**src/sv/gnfss_pkg.sv**
```systemverilog
// Shared types, constants and constant-divider helpers for the gain noise filter block.
package gnfss_pkg;

  // Configuration register indexes
  typedef enum logic [2:0] {
    REG_NF2_ADJUST     = 3'd0,
    REG_PERSIST_LIMIT  = 3'd1,
    REG_SET1_AGAIN_MIN = 3'd2,
    REG_SET2_AGAIN_MIN = 3'd3,
    REG_SET2_DGAIN_MIN = 3'd4
  } reg_idx_t;

  // Colour matrix request codes
  typedef enum logic [1:0] {
    REQ_NONE    = 2'd0,
    REQ_REFRESH = 2'd1,
    REQ_SWITCH  = 2'd2
  } req_t;

  // Tuning set codes, 3-bit two's complement
  localparam logic signed [2:0] SET_NONE = 3'sb111;
  localparam logic signed [2:0] SET_0    = 3'sd0;
  localparam logic signed [2:0] SET_1    = 3'sd1;
  localparam logic signed [2:0] SET_2    = 3'sd2;

  localparam int unsigned OUT_THRESH = 8;

  // Gain caps and filter level constants
  localparam logic [15:0] AGAIN_CAP  = 16'd40000;
  localparam logic [15:0] AGAIN_KNEE = 16'd10000;
  localparam logic [15:0] DGAIN_CAP  = 16'd1536;
  localparam logic [10:0] DGAIN_UNIT = 11'd1000;
  localparam logic signed [11:0] LEVEL_BASE = 12'sd20;
  localparam logic signed [11:0] LEVEL_MAX  = 12'sd200;
  localparam logic signed [11:0] LEVEL_MIN  = 12'sd16;

  // Reset values of the configuration registers
  localparam logic signed [8:0] NF2_ADJUST_RST     = 9'sd0;
  localparam logic [7:0]        PERSIST_LIMIT_RST  = 8'd100;
  localparam logic [15:0]       SET1_AGAIN_MIN_RST = 16'd20000;
  localparam logic [15:0]       SET2_AGAIN_MIN_RST = 16'd40000;
  localparam logic [15:0]       SET2_DGAIN_MIN_RST = 16'd1280;

  // Reciprocals: x/300 = (x>>2)*6991 >> 19 for x <= 30000,
  // y/10 = y*820 >> 13 for y <= 1000, y/10 = y*1639 >> 14 for y <= 1400.
  localparam logic [12:0] RECIP_75    = 13'd6991;
  localparam logic [9:0]  RECIP_10_13 = 10'd820;
  localparam logic [10:0] RECIP_10_14 = 11'd1639;

  function automatic logic [6:0] div300(input logic [14:0] x);
    logic [25:0] p;
    p = 26'(x[14:2]) * 26'(RECIP_75);
    return p[25:19];
  endfunction

  function automatic logic [6:0] div10_small(input logic [9:0] y);
    logic [19:0] p;
    p = 20'(y) * 20'(RECIP_10_13);
    return p[19:13];
  endfunction

endpackage

```
**src/sv/gain_noise_filter_and_set_select.sv**
```systemverilog
// Gain noise filter level, threshold expansion and tuning set selection.
// Pipeline registers: input reg, level reg, result reg.
// Throughput: one item per cycle; input is stalled only when all three stages are
// full and the result is stalled.
// Reset (rst, synchronous): pipeline empty, config at defaults, last level all
// ones, both sets at -1, persist count zero.
module gain_noise_filter_and_set_select
  import gnfss_pkg::*;
#(
  parameter int unsigned THRESH_ENTRIES = 8
) (
  input  logic               clk,
  input  logic               rst,
  // config write port
  input  logic               wr_en,
  input  logic [2:0]         wr_index,
  input  logic [15:0]        wr_data,
  // input channel
  input  logic               in_valid,
  output logic               in_stall,
  input  logic [15:0]        analog_gain,
  input  logic [15:0]        digital_gain,
  input  logic signed [7:0]  noise_level,
  // result channel
  output logic               out_valid,
  input  logic               out_stall,
  output logic [7:0]         thresh_0,
  output logic [7:0]         thresh_1,
  output logic [7:0]         thresh_2,
  output logic [8:0]         thresh_3,
  output logic [8:0]         thresh_4,
  output logic [8:0]         thresh_5,
  output logic [8:0]         thresh_6,
  output logic [8:0]         thresh_7,
  output logic               level_changed,
  output logic signed [2:0]  steady_set,
  output logic [1:0]         matrix_request
);

  // ---------------------------------------------------------------------------
  // Configuration registers
  // ---------------------------------------------------------------------------
  logic signed [8:0] nf2_adjust;
  logic [7:0]        persist_limit;
  logic [15:0]       set1_again_min;
  logic [15:0]       set2_again_min;
  logic [15:0]       set2_dgain_min;

  always_ff @(posedge clk) begin
    if (rst) begin
      nf2_adjust     <= NF2_ADJUST_RST;
      persist_limit  <= PERSIST_LIMIT_RST;
      set1_again_min <= SET1_AGAIN_MIN_RST;
      set2_again_min <= SET2_AGAIN_MIN_RST;
      set2_dgain_min <= SET2_DGAIN_MIN_RST;
    end else if (wr_en) begin
      unique case (reg_idx_t'(wr_index))
        REG_NF2_ADJUST:     nf2_adjust     <= $signed(wr_data[8:0]);
        REG_PERSIST_LIMIT:  persist_limit  <= wr_data[7:0];
        REG_SET1_AGAIN_MIN: set1_again_min <= wr_data;
        REG_SET2_AGAIN_MIN: set2_again_min <= wr_data;
        REG_SET2_DGAIN_MIN: set2_dgain_min <= wr_data;
        default: ;  // writes beyond the map are dropped
      endcase
    end
  end

  // ---------------------------------------------------------------------------
  // Pipeline flow control: each stage loads when empty or when the next one
  // loads, so a held result never blocks the stages behind it until all fill.
  // ---------------------------------------------------------------------------
  logic s1_valid;
  logic s2_valid;
  logic adv_out;
  logic adv2;
  logic adv1;

  assign adv_out  = !out_valid || !out_stall;
  assign adv2     = !s2_valid || adv_out;
  assign adv1     = !s1_valid || adv2;
  assign in_stall = !adv1;

  // ---------------------------------------------------------------------------
  // Stage 1: input register
  // ---------------------------------------------------------------------------
  logic [15:0]       s1_again;
  logic [15:0]       s1_dgain;
  logic signed [7:0] s1_noise;

  always_ff @(posedge clk) begin
    if (rst) begin
      s1_valid <= 1'b0;
    end else if (adv1) begin
      s1_valid <= in_valid;
    end
  end

  always_ff @(posedge clk) begin
    if (in_valid && adv1) begin
      s1_again <= analog_gain;
      s1_dgain <= digital_gain;
      s1_noise <= noise_level;
    end
  end

  // ---------------------------------------------------------------------------
  // Level and candidate set from the input register
  // ---------------------------------------------------------------------------
  logic [15:0]        ag_cap;
  logic [10:0]        dg_cap;
  logic [14:0]        ag_excess;
  logic               dg_below;
  logic [9:0]         dg_mag;
  logic [6:0]         q_again;
  logic [6:0]         q_dgain;
  logic signed [11:0] q_dgain_s;
  logic signed [11:0] level_sum;
  logic [7:0]         level_calc;
  logic signed [2:0]  cand_calc;

  always_comb begin
    ag_cap    = (s1_again > AGAIN_CAP) ? AGAIN_CAP : s1_again;
    dg_cap    = (s1_dgain > DGAIN_CAP) ? DGAIN_CAP[10:0] : s1_dgain[10:0];
    ag_excess = 15'(ag_cap - AGAIN_KNEE);
    dg_below  = dg_cap < DGAIN_UNIT;
    // truncation toward zero: divide the magnitude, then restore the sign
    dg_mag    = dg_below ? 10'(DGAIN_UNIT - dg_cap) : 10'(dg_cap - DGAIN_UNIT);
    q_again   = div300(ag_excess);
    q_dgain   = div10_small(dg_mag);
    q_dgain_s = dg_below ? -$signed({5'b0, q_dgain}) : $signed({5'b0, q_dgain});

    if (ag_cap < AGAIN_KNEE) begin
      level_sum = LEVEL_BASE;
    end else begin
      level_sum = LEVEL_BASE + $signed({5'b0, q_again}) + q_dgain_s;
    end
    level_sum = level_sum + 12'(nf2_adjust) + 12'(s1_noise);

    if (level_sum > LEVEL_MAX) begin
      level_calc = LEVEL_MAX[7:0];
    end else if (level_sum < LEVEL_MIN) begin
      level_calc = LEVEL_MIN[7:0];
    end else begin
      level_calc = level_sum[7:0];
    end

    if (s1_again >= set2_again_min && s1_dgain >= set2_dgain_min) begin
      cand_calc = SET_2;
    end else if (s1_again >= set1_again_min) begin
      cand_calc = SET_1;
    end else begin
      cand_calc = SET_0;
    end
  end

  // ---------------------------------------------------------------------------
  // Stage 2: level register
  // ---------------------------------------------------------------------------
  logic [7:0]        s2_level;
  logic signed [2:0] s2_cand;

  always_ff @(posedge clk) begin
    if (rst) begin
      s2_valid <= 1'b0;
    end else if (adv2) begin
      s2_valid <= s1_valid;
    end
  end

  always_ff @(posedge clk) begin
    if (s1_valid && adv2) begin
      s2_level <= level_calc;
      s2_cand  <= cand_calc;
    end
  end

  // ---------------------------------------------------------------------------
  // Threshold expansion: entry i = level + floor(i*level/10) below THRESH_ENTRIES,
  // else zero; one constant multiply per entry, reciprocal folded into the constant.
  // ---------------------------------------------------------------------------
  logic [8:0] thr [OUT_THRESH];

  for (genvar i = 0; i < OUT_THRESH; i++) begin : g_thr
    localparam logic [13:0] ThrConst = 14'(i * RECIP_10_14);
    logic [21:0] prod;
    assign prod   = 22'(s2_level) * 22'(ThrConst);
    assign thr[i] = (i < THRESH_ENTRIES) ? 9'(s2_level) + 9'(prod[21:14]) : 9'd0;
  end

  // ---------------------------------------------------------------------------
  // Frame-to-frame state: level history and set persistence
  // ---------------------------------------------------------------------------
  logic [8:0]        last_level;
  logic signed [2:0] settled_set;
  logic signed [2:0] pending_set;
  logic [7:0]        persist_count;

  logic signed [2:0] settled_set_next;
  logic signed [2:0] pending_set_next;
  logic [7:0]        persist_count_next;
  req_t              req_next;

  always_comb begin
    settled_set_next   = settled_set;
    pending_set_next   = pending_set;
    persist_count_next = persist_count;
    req_next           = REQ_NONE;
    if (settled_set == s2_cand) begin
      req_next           = REQ_REFRESH;
      pending_set_next   = SET_NONE;
      persist_count_next = 8'd0;
    end else if (pending_set == s2_cand && persist_count >= persist_limit) begin
      settled_set_next   = s2_cand;
      pending_set_next   = SET_NONE;
      persist_count_next = 8'd0;
      req_next           = REQ_SWITCH;
    end else if (pending_set == s2_cand) begin
      persist_count_next = persist_count + 8'd1;
    end else begin
      pending_set_next   = s2_cand;
      persist_count_next = 8'd0;
    end
  end

  always_ff @(posedge clk) begin
    if (rst) begin
      out_valid     <= 1'b0;
      last_level    <= '1;
      settled_set   <= SET_NONE;
      pending_set   <= SET_NONE;
      persist_count <= 8'd0;
    end else begin
      if (adv_out) begin
        out_valid <= s2_valid;
      end
      if (s2_valid && adv_out) begin
        last_level    <= {1'b0, s2_level};
        settled_set   <= settled_set_next;
        pending_set   <= pending_set_next;
        persist_count <= persist_count_next;
      end
    end
  end

  // ---------------------------------------------------------------------------
  // Result register
  // ---------------------------------------------------------------------------
  always_ff @(posedge clk) begin
    if (s2_valid && adv_out) begin
      thresh_0       <= thr[0][7:0];
      thresh_1       <= thr[1][7:0];
      thresh_2       <= thr[2][7:0];
      thresh_3       <= thr[3];
      thresh_4       <= thr[4];
      thresh_5       <= thr[5];
      thresh_6       <= thr[6];
      thresh_7       <= thr[7];
      level_changed  <= ({1'b0, s2_level} != last_level);
      steady_set     <= settled_set_next;
      matrix_request <= 2'(req_next);
    end
  end

endmodule
```
**config.mk**
```make
export PLATFORM = sky130hd
export DESIGN_NAME = gain_noise_filter_and_set_select
export DESIGN_NICKNAME = d
export VERILOG_FILES = /design/src/sv/gnfss_pkg.sv /design/src/sv/gain_noise_filter_and_set_select.sv
export SDC_FILE = /design/constraint.sdc
export NUM_CORES = 1
export LEC_CHECK = 0
export ABC_AREA = 1
export BUFFER_PORTS_ARGS = -buffer_cell sky130_fd_sc_hd__buf_2
export CAP_MARGIN = 15
export CORE_UTILIZATION = 36
export CTS_BUF_LIST = sky130_fd_sc_hd__clkbuf_2
export CTS_CLUSTER_SIZE = 8
export DETAILED_ROUTE_END_ITERATION = 6
export GPL_ROUTABILITY_DRIVEN = 0
export GPL_TIMING_DRIVEN = 1
export MAX_ROUTING_LAYER = met4
export PLACE_DENSITY = 0.57
export SYNTH_ARGS = -nofsm -noshare
export SYNTH_HDL_FRONTEND = slang
export SYNTH_SLANG_ARGS = --single-unit
export TNS_END_PERCENT = 50
```
**constraint.sdc**
```tcl
create_clock -name clk -period 9.44 [get_ports clk]
set_clock_uncertainty 0.1 [all_clocks]
set_input_delay 0.944 -clock clk [delete_from_list [all_inputs] [get_ports clk]]
set_output_delay 0.944 -clock clk [all_outputs]
set_load 0.02 [all_outputs]
```
==> qor.json, run 1 <==
{
  "tritoncts": {"value": "built"},
  "synth_sequential_area_ratio": {"value": 27.3, "unit": "%"},
  "synth_enable_flop_cells": {"value": 125},
  "slowest_stage": {"value": "sky130_fd_sc_hd__fa_1"},
  "syn_area": {"value": 20500, "unit": "um^2"},
  "violations": {"value": "negative setup slack"},
  "hold_class": {"value": "in -> reg"},
  "synthToLayoutAreaGrowth": {"value": 23.8, "unit": "%"},
  "rrSetupSlack": {"value": -0.68, "unit": "ns"},
  "drv_slew": {"value": 0},
  "reg2reg_from": {"value": "s1_again[13]$_DFFE_PP_"},
  "cts.htree.levels": {"value": 2},
  "path_buf_inv": {"value": 18},
  "final_layout_size_suffix_gt1_share": {"value": 23.0, "unit": "%"},
  "drt-initial-drc-count": {"value": 559},
  "cts.sinks": {"value": 216},
  "hpwlAfterDp": {"value": 42100, "unit": "um"},
  "clock_insertion_delay_at_the_later_pin_of_the_skew_report": {"value": 1.06, "unit": "ns"},
  "nNetsFinal": {"value": 3267},
  "design.portCount": {"value": 141},
  "synth_top_area_share": {"value": 22.9, "unit": "%"},
  "clock_tree.root_cell": {"value": "sky130_fd_sc_hd__clkbuf_2"},
  "crit_path_max_fanout": {"value": 5},
  "path_depth": {"value": 69},
  "clock_tree.buffer_depth": {"value": 3},
  "final_hold_viol_count": {"value": 0},
  "synth.distinct_cells": {"value": 52},
  "grt_setup_unrepaired": {"value": "true"},
  "max_clock_freq": {"value": 0.0988, "unit": "GHz"},
  "grt_antenna_before_repair": {"value": 3},
  "count_of_non_filler_cells_in_the_finished_layout": {"value": 3486},
  "worst_path_dominant_cell_family": {"value": "adder cells"},
  "grt.total_usage": {"value": 19.1, "unit": "%"},
  "critPathCaptureType": {"value": "flop"},
  "delay_of_the_slowest_cell_on_the_worst_path": {"value": 0.52, "unit": "ns"},
  "area_leader_netlist": {"value": "sky130_fd_sc_hd__ha_1"},
  "final_period_minus_worst_setup_slack": {"value": 10.12, "unit": "ns"},
  "postLayoutCoreUtil": {"value": 45.5, "unit": "%"},
  "netlist_instances": {"value": 2225},
  "first_pass_iters": {"value": 5},
  "worstSetupPathType": {"value": "reg -> reg"},
  "start_util": {"value": 36.8, "unit": "%"},
  "synth.top_cells.by_area": {"value": "sky130_fd_sc_hd__ha_1, sky130_fd_sc_hd__edfxtp_1, sky130_fd_sc_hd__fa_1"},
  "post-route-worst-setup-slack": {"value": -0.677, "unit": "ns"},
  "max_slew.worst_pin.slew": {"value": 1.11, "unit": "ns"},
  "cp_data_required_time": {"value": 10.04, "unit": "ns"},
  "core.rowCount": {"value": 86},
  "numCtsBuffers": {"value": 58},
  "number_of_global_route_vias_before_repair": {"value": 17000},
  "numPlacedInstances": {"value": 3314},
  "outcome": {"value": "finished, violations left"},
  "die_x": {"value": 240, "unit": "um"},
  "totalWireLength": {"value": 52100, "unit": "um"},
  "synthesized_area_per_cell": {"value": 9.19, "unit": "um^2"},
  "global_route.overflow_total": {"value": 0},
  "final_min_period_over_clock_period": {"value": 107, "unit": "%"},
  "dieArea": {"value": 57800, "unit": "um^2"},
  "placed_area": {"value": 23800, "unit": "um^2"},
  "worst_setup_path_start": {"value": "s1_again[13]$_DFFE_PP_"},
  "critical-path-top-cell-by-count": {"value": "sky130_fd_sc_hd__inv_1"},
  "worst_r2r_path_depth": {"value": 69},
  "routed_via_density": {"value": 4.70},
  "ys_ff_latch": {"value": 216},
  "antenna_left": {"value": 0},
  "synth-async-reset-ratio": {"value": 0, "unit": "%"},
  "die_h": {"value": 240, "unit": "um"},
  "finalSetupViolations": {"value": 8},
  "clkSlewWorstSetupHoldPaths": {"value": 0.11, "unit": "ns"},
  "io_buffer_count": {"value": 140},
  "type_of_element_launching_the_critical_path": {"value": "flop"},
  "route.detailed.wl_per_inst": {"value": 14.9, "unit": "um"},
  "synth_fp_nets": {"value": 2807},
  "grt_pass1_wl": {"value": 84000, "unit": "um"},
  "timing.critical_path.arrival": {"value": 10.72, "unit": "ns"},
  "cap_viol_max_count": {"value": 0},
  "stdcell_area": {"value": 25300, "unit": "um^2"},
  "num_vias": {"value": 16400},
  "ys_dominant_reg_cell": {"value": "sky130_fd_sc_hd__edfxtp_1"},
  "preCtsSetupSlack": {"value": -0.803, "unit": "ns"},
  "crit-reg2reg-capture": {"value": "s2_level[4]$_SDFFCE_PN0P_"},
  "largest_net_degree_at_the_start_of_global_routing": {"value": 74},
  "post-route-drc-count": {"value": 0},
  "slew-limit-headroom": {"value": 25.7, "unit": "%"},
  "ys.warnings.count": {"value": 0},
  "coreArea": {"value": 55600, "unit": "um^2"},
  "crit_path_end": {"value": "s2_level[4]$_SDFFCE_PN0P_"}
}
-- routing by layer --
metal	share of wire [%]	global-route usage, %	routed length [um]
met2	48	32.2	25000
met3	4.7	2.88	2450
met1	45	23.3	23300
met5	0	-	0
met4	2.6	6.10	1330
-- cell usage after synthesis, types with 2 or more instances --
master and instances:
sky130_fd_sc_hd__o211ai_1 23, sky130_fd_sc_hd__xnor2_1 23, sky130_fd_sc_hd__nand3b_1 6, sky130_fd_sc_hd__o221ai_1 3, sky130_fd_sc_hd__nand3_2 7, sky130_fd_sc_hd__nand4_1 11
sky130_fd_sc_hd__a21boi_0 8, sky130_fd_sc_hd__nand3_1 57, sky130_fd_sc_hd__nor2_2 5, sky130_fd_sc_hd__fa_1 144, sky130_fd_sc_hd__o21bai_1 18, sky130_fd_sc_hd__ha_1 374
sky130_fd_sc_hd__a21oi_1 166, sky130_fd_sc_hd__clkbuf_1 20, sky130_fd_sc_hd__edfxtp_1 125, sky130_fd_sc_hd__nor2_1 136, sky130_fd_sc_hd__or2_2 5, sky130_fd_sc_hd__nand2_4 2
sky130_fd_sc_hd__nand2_1 217, sky130_fd_sc_hd__inv_2 5, sky130_fd_sc_hd__a31oi_1 10, sky130_fd_sc_hd__a21o_1 9, sky130_fd_sc_hd__dfxtp_1 91, sky130_fd_sc_hd__nand2_2 22
sky130_fd_sc_hd__nor4_1 8, sky130_fd_sc_hd__o21ai_0 121, sky130_fd_sc_hd__xor2_2 2, sky130_fd_sc_hd__nor3_1 11, sky130_fd_sc_hd__inv_1 455, sky130_fd_sc_hd__a41oi_1 2
sky130_fd_sc_hd__a211oi_1 6, sky130_fd_sc_hd__o31ai_1 2, sky130_fd_sc_hd__o21a_1 16, sky130_fd_sc_hd__xor2_1 97
-- per-stage QoR --
step | setup TNS, ns | hold WS, ns
6_report | -5.12 | 0.144
3_3_place_gp | -3.79 | 0.328
3_5_place_dp | -6.19 | 0.340
4_1_cts | -4.72 | 0.00118
2_1_floorplan | -1.88 | 0.319
5_1_grt | -10.40 | 0.0309
-- final cells by class --
cell class                      count  area, um^2
Clock buffer                       94         470
Sequential cell                   216        5580
Timing Repair Buffer              421        2910
Clock inverter                     16        75.1
Inverter                          462        1740
Multi-Input combinational cell   1526       13600
Fill cell                        5439       30300
Tap cell                          748         936
Antenna cell                        3        7.51
-- state kept, by name, indices dropped and copies added (netlist names), 9 cells and up --
register        count
s1_dgain           16
thresh_5            9
thresh_4            9
nf2_adjust          9
thresh_7            9
set2_dgain_min     16
thresh_6            9
set1_again_min     16
thresh_3            9
set2_again_min     16
last_level          9
s1_again           16
-- repair_timing --
item,4_1_cts,5_1_grt
setup buffers,10,10
hold buffers,39,0
pin swaps,16,35
resized for setup,16,82
setup endpoints to repair,8,8
endpoints found under the hold margin,39,0
-- cells in the final DEF (no fill, tap or decap), types with 5 or more instances in the layout --
cell | netlist | layout
sky130_fd_sc_hd__nand3_1 | 57 | 56
sky130_fd_sc_hd__clkinv_2 | 0 | 5
sky130_fd_sc_hd__nor3_1 | 11 | 7
sky130_fd_sc_hd__nand2_2 | 22 | 32
sky130_fd_sc_hd__dlygate4sd3_1 | 0 | 39
sky130_fd_sc_hd__nor2_2 | 5 | 19
sky130_fd_sc_hd__a211oi_1 | 6 | 5
sky130_fd_sc_hd__o21bai_1 | 18 | 18
sky130_fd_sc_hd__nand3b_1 | 6 | 6
sky130_fd_sc_hd__xnor2_1 | 23 | 22
sky130_fd_sc_hd__dfxtp_1 | 91 | 91
sky130_fd_sc_hd__a21boi_0 | 8 | 7
sky130_fd_sc_hd__ha_1 | 374 | 361
sky130_fd_sc_hd__nor4_1 | 8 | 7
sky130_fd_sc_hd__ha_4 | 0 | 13
sky130_fd_sc_hd__xor2_2 | 2 | 7
sky130_fd_sc_hd__nor2_4 | 1 | 8
sky130_fd_sc_hd__o21ai_0 | 121 | 103
sky130_fd_sc_hd__a21o_1 | 9 | 9
sky130_fd_sc_hd__nor2_1 | 136 | 115
sky130_fd_sc_hd__a21oi_1 | 166 | 155
sky130_fd_sc_hd__inv_2 | 5 | 13
sky130_fd_sc_hd__nand3_2 | 7 | 6
sky130_fd_sc_hd__nand2_1 | 217 | 203
sky130_fd_sc_hd__fa_1 | 144 | 144
sky130_fd_sc_hd__xor2_1 | 97 | 92
sky130_fd_sc_hd__o21ai_1 | 1 | 15
sky130_fd_sc_hd__clkbuf_2 | 0 | 94
sky130_fd_sc_hd__inv_1 | 455 | 445
sky130_fd_sc_hd__nand2_4 | 2 | 6
sky130_fd_sc_hd__buf_2 | 0 | 140
sky130_fd_sc_hd__clkinv_1 | 1 | 10
sky130_fd_sc_hd__edfxtp_1 | 125 | 125
sky130_fd_sc_hd__o21a_1 | 16 | 16
sky130_fd_sc_hd__a21oi_2 | 1 | 10
sky130_fd_sc_hd__a31oi_1 | 10 | 9
sky130_fd_sc_hd__buf_4 | 0 | 241
sky130_fd_sc_hd__o211ai_1 | 23 | 23
sky130_fd_sc_hd__nand4_1 | 11 | 11
-- how the worst min path moves through the flow --
stage	startpoint	end	slack, ns	depth (start not counted)
global placement	last_level[8]$_SDFFE_PP1P_	last_level[8]$_SDFFE_PP1P_	0.33	2
global route	analog_gain[15]	s1_again[15]$_DFFE_PP_	0.03	1
floorplan	last_level[8]$_SDFFE_PP1P_	last_level[8]$_SDFFE_PP1P_	0.32	2
detailed placement	last_level[8]$_SDFFE_PP1P_	last_level[8]$_SDFFE_PP1P_	0.34	2
CTS	analog_gain[15]	s1_again[15]$_DFFE_PP_	0.001	1
finish	analog_gain[14]	s1_again[14]$_DFFE_PP_	0.14	1
-- kinds of logic after synthesis --
family          after synthesis  share of synthesized area, %
fa+ha+maj                   518                          37.0
flops                       216                          27.3
xor+xnor                    122                          5.30
compound gates              392                          10.9
buf+inv                     483                          8.91
simple gates                494                          10.7
Power of run 1 is not shown: default switching activity piles up to over one toggle a cycle in this logic, so the estimate is an artifact.
==> run 2: changes to the inputs <==
--- a/config.mk
+++ b/config.mk
@@ -8,14 +8,15 @@
 export ABC_AREA = 1
 export BUFFER_PORTS_ARGS = -buffer_cell sky130_fd_sc_hd__buf_2
 export CAP_MARGIN = 15
-export CORE_UTILIZATION = 36
+export CORE_ASPECT_RATIO = 1.2
+export CORE_UTILIZATION = 58
 export CTS_BUF_LIST = sky130_fd_sc_hd__clkbuf_2
 export CTS_CLUSTER_SIZE = 8
 export DETAILED_ROUTE_END_ITERATION = 6
 export GPL_ROUTABILITY_DRIVEN = 0
 export GPL_TIMING_DRIVEN = 1
 export MAX_ROUTING_LAYER = met4
-export PLACE_DENSITY = 0.57
+export PLACE_DENSITY = 0.83
 export SYNTH_ARGS = -nofsm -noshare
 export SYNTH_HDL_FRONTEND = slang
 export SYNTH_SLANG_ARGS = --single-unit
==> qor.json, run 2 (synthesized netlist as in run 1, its figures left out) <==
{
  "area.sequential": {"value": 5580, "unit": "um^2"},
  "outcome": {"value": "finished, violations left"},
  "tritoncts": {"value": "built"},
  "layout.cells.most_common_list": {"value": "sky130_fd_sc_hd__inv_1, sky130_fd_sc_hd__ha_1, sky130_fd_sc_hd__nand2_1"},
  "largest_net_degree_at_the_start_of_global_routing": {"value": 74},
  "stdcell_area": {"value": 24300, "unit": "um^2"},
  "post-route-worst-setup-slack": {"value": -1.14, "unit": "ns"},
  "numCtsBuffers": {"value": 53},
  "critical-path-top-cell-by-count": {"value": "sky130_fd_sc_hd__nand2_1"},
  "setup_tns": {"value": -8.85, "unit": "ns"},
  "cp_data_required_time": {"value": 9.94, "unit": "ns"},
  "timing.critical_path.arrival": {"value": 11.08, "unit": "ns"},
  "grt_setup_unrepaired": {"value": "true"},
  "cts.htree.levels": {"value": 2},
  "cap_viol_max_count": {"value": 0},
  "cts.sinks": {"value": 216},
  "drv_slew": {"value": 0},
  "numPlacedInstances": {"value": 2976},
  "io_buffer_count": {"value": 140},
  "die_x": {"value": 173, "unit": "um"},
  "clock_tree.root_cell": {"value": "sky130_fd_sc_hd__clkbuf_2"},
  "design.portCount": {"value": 141},
  "coreArea": {"value": 34400, "unit": "um^2"},
  "mostFrequentLayoutCell": {"value": "sky130_fd_sc_hd__inv_1"},
  "first_pass_iters": {"value": 5},
  "type_of_element_launching_the_critical_path": {"value": "flop"},
  "delay_of_the_slowest_cell_on_the_worst_path": {"value": 0.59, "unit": "ns"},
  "critPathCaptureType": {"value": "flop"},
  "slowest_stage": {"value": "sky130_fd_sc_hd__fa_1"},
  "finalSetupViolations": {"value": 8},
  "multi_input_comb_area": {"value": 13600, "unit": "um^2"},
  "clock_tree.buffer_depth": {"value": 3},
  "antenna_left": {"value": 0},
  "dieArea": {"value": 36000, "unit": "um^2"},
  "grt_antenna_before_repair": {"value": 1},
  "slew-limit-headroom": {"value": 29.3, "unit": "%"},
  "num_vias": {"value": 17000},
  "crit_path_max_fanout": {"value": 5},
  "final_period_minus_worst_setup_slack": {"value": 10.58, "unit": "ns"},
  "grt.total_usage": {"value": 29.4, "unit": "%"},
  "route.detailed.wl_per_inst": {"value": 16.8, "unit": "um"},
  "totalWireLength": {"value": 52100, "unit": "um"},
  "die_h": {"value": 208, "unit": "um"},
  "final_layout_size_suffix_gt1_share": {"value": 21.3, "unit": "%"},
  "start_util": {"value": 59.5, "unit": "%"},
  "final_min_period_over_clock_period": {"value": 112, "unit": "%"},
  "global_route.overflow_total": {"value": 0},
  "fillers": {"value": 2328},
  "grt_pass1_wl": {"value": 83300, "unit": "um"},
  "max_slew.worst_pin.slew": {"value": 1.06, "unit": "ns"},
  "final_hold_viol_count": {"value": 0},
  "violations": {"value": "negative setup slack"},
  "post-route-drc-count": {"value": 0},
  "number_of_global_route_vias_before_repair": {"value": 17900},
  "hold_class": {"value": "in -> reg"},
  "clkSlewWorstSetupHoldPaths": {"value": 0.12, "unit": "ns"},
  "synthToLayoutAreaGrowth": {"value": 18.8, "unit": "%"},
  "drt-initial-drc-count": {"value": 857},
  "routed_via_density": {"value": 5.49},
  "count_of_non_filler_cells_in_the_finished_layout": {"value": 3102},
  "placed_area": {"value": 23100, "unit": "um^2"},
  "core.rowCount": {"value": 74},
  "max_clock_freq": {"value": 0.0946, "unit": "GHz"},
  "nNetsFinal": {"value": 3183},
  "clock_insertion_delay_at_the_later_pin_of_the_skew_report": {"value": 0.89, "unit": "ns"},
  "hpwlAfterDp": {"value": 40000, "unit": "um"},
  "worstSetupPathType": {"value": "reg -> reg"}
}
==> run 2: changes by cell type in the layout (fill, tap and decap cells not counted), sizes merged <==
cell,delta
clkinv,+8
diode,-2
dlygate4sd3,-39
clkbuf,-22
inv,-1
buf,-40
bufinv,+5
clkinvlp,-1
==> run 2: metrics by stage <==
step	util [%]	worst slack, ns	hold slack (ns)
5_1_grt	70.7	-1.63	0.0372
3_5_place_dp	67.3	-0.880	0.334
6_report	70.7	-1.14	0.116
2_1_floorplan	-	-0.284	0.319
3_3_place_gp	67.3	-0.417	0.328
4_1_cts	69.7	-0.749	0.0433
==> run 2: timing repair <==
| action | 4_1_cts | 5_1_grt |
|---|---|---|
| pin swaps | 15 | 63 |
| hold buffers | 0 | 0 |
| buffers inserted | 11 | 15 |
| resized for setup | 30 | 58 |
| endpoints found under the setup margin | 8 | 8 |
==> run 2: worst paths after layout <==
| path | from | to | slack, ns | depth (start not counted) |
|---|---|---|---|---|
| worst max-delay path | s1_again[14]$_DFFE_PP_ | s2_level[0]$_SDFFCE_PP0P_ | -1.14 | 58 |
| worst min-delay path | digital_gain[14] | s1_dgain[14]$_DFFE_PP_ | 0.12 | 1 |
| worst max register to register | s1_again[14]$_DFFE_PP_ | s2_level[0]$_SDFFCE_PP0P_ | -1.14 | 58 |
| worst min register to register | set2_again_min[7]$_SDFFE_PP0P_ | set2_again_min[7]$_SDFFE_PP0P_ | 0.37 | 2 |
==> run 2: cell type report <==
cell class | instances | share of cell area [%]
Timing Repair Buffer | 342 | 9.19
Multi-Input combinational cell | 1526 | 55.8
Clock inverter | 27 | 1.01
Clock buffer | 72 | 1.48
Sequential cell | 216 | 23.0
Antenna cell | 1 | 0.0103
Tap cell | 456 | 2.35
Inverter | 462 | 7.16
==> run 2: worst max-delay path, delay by kind of cell, from the launching register on <==
family	cells	cell delay, ns
simple gates	20	2.34
flops	1	0.42
buf+inv	11	0.96
fa+ha+maj	10	3.59
compound gates	14	2.34
xor+xnor	3	0.52
==> run 2: per-layer routing <==
layer / track usage (%) / up-vias / part of all wire (%)
met1: 29.7 / 8025 / 36
met5: - / - / 0
met2: 51.7 / 628 / 51
li1: - / 8103 / -
met3: 4.58 / 262 / 5.5
met4: 20.8 / 0 / 7.2
Power of run 2 is left out for the same reason.
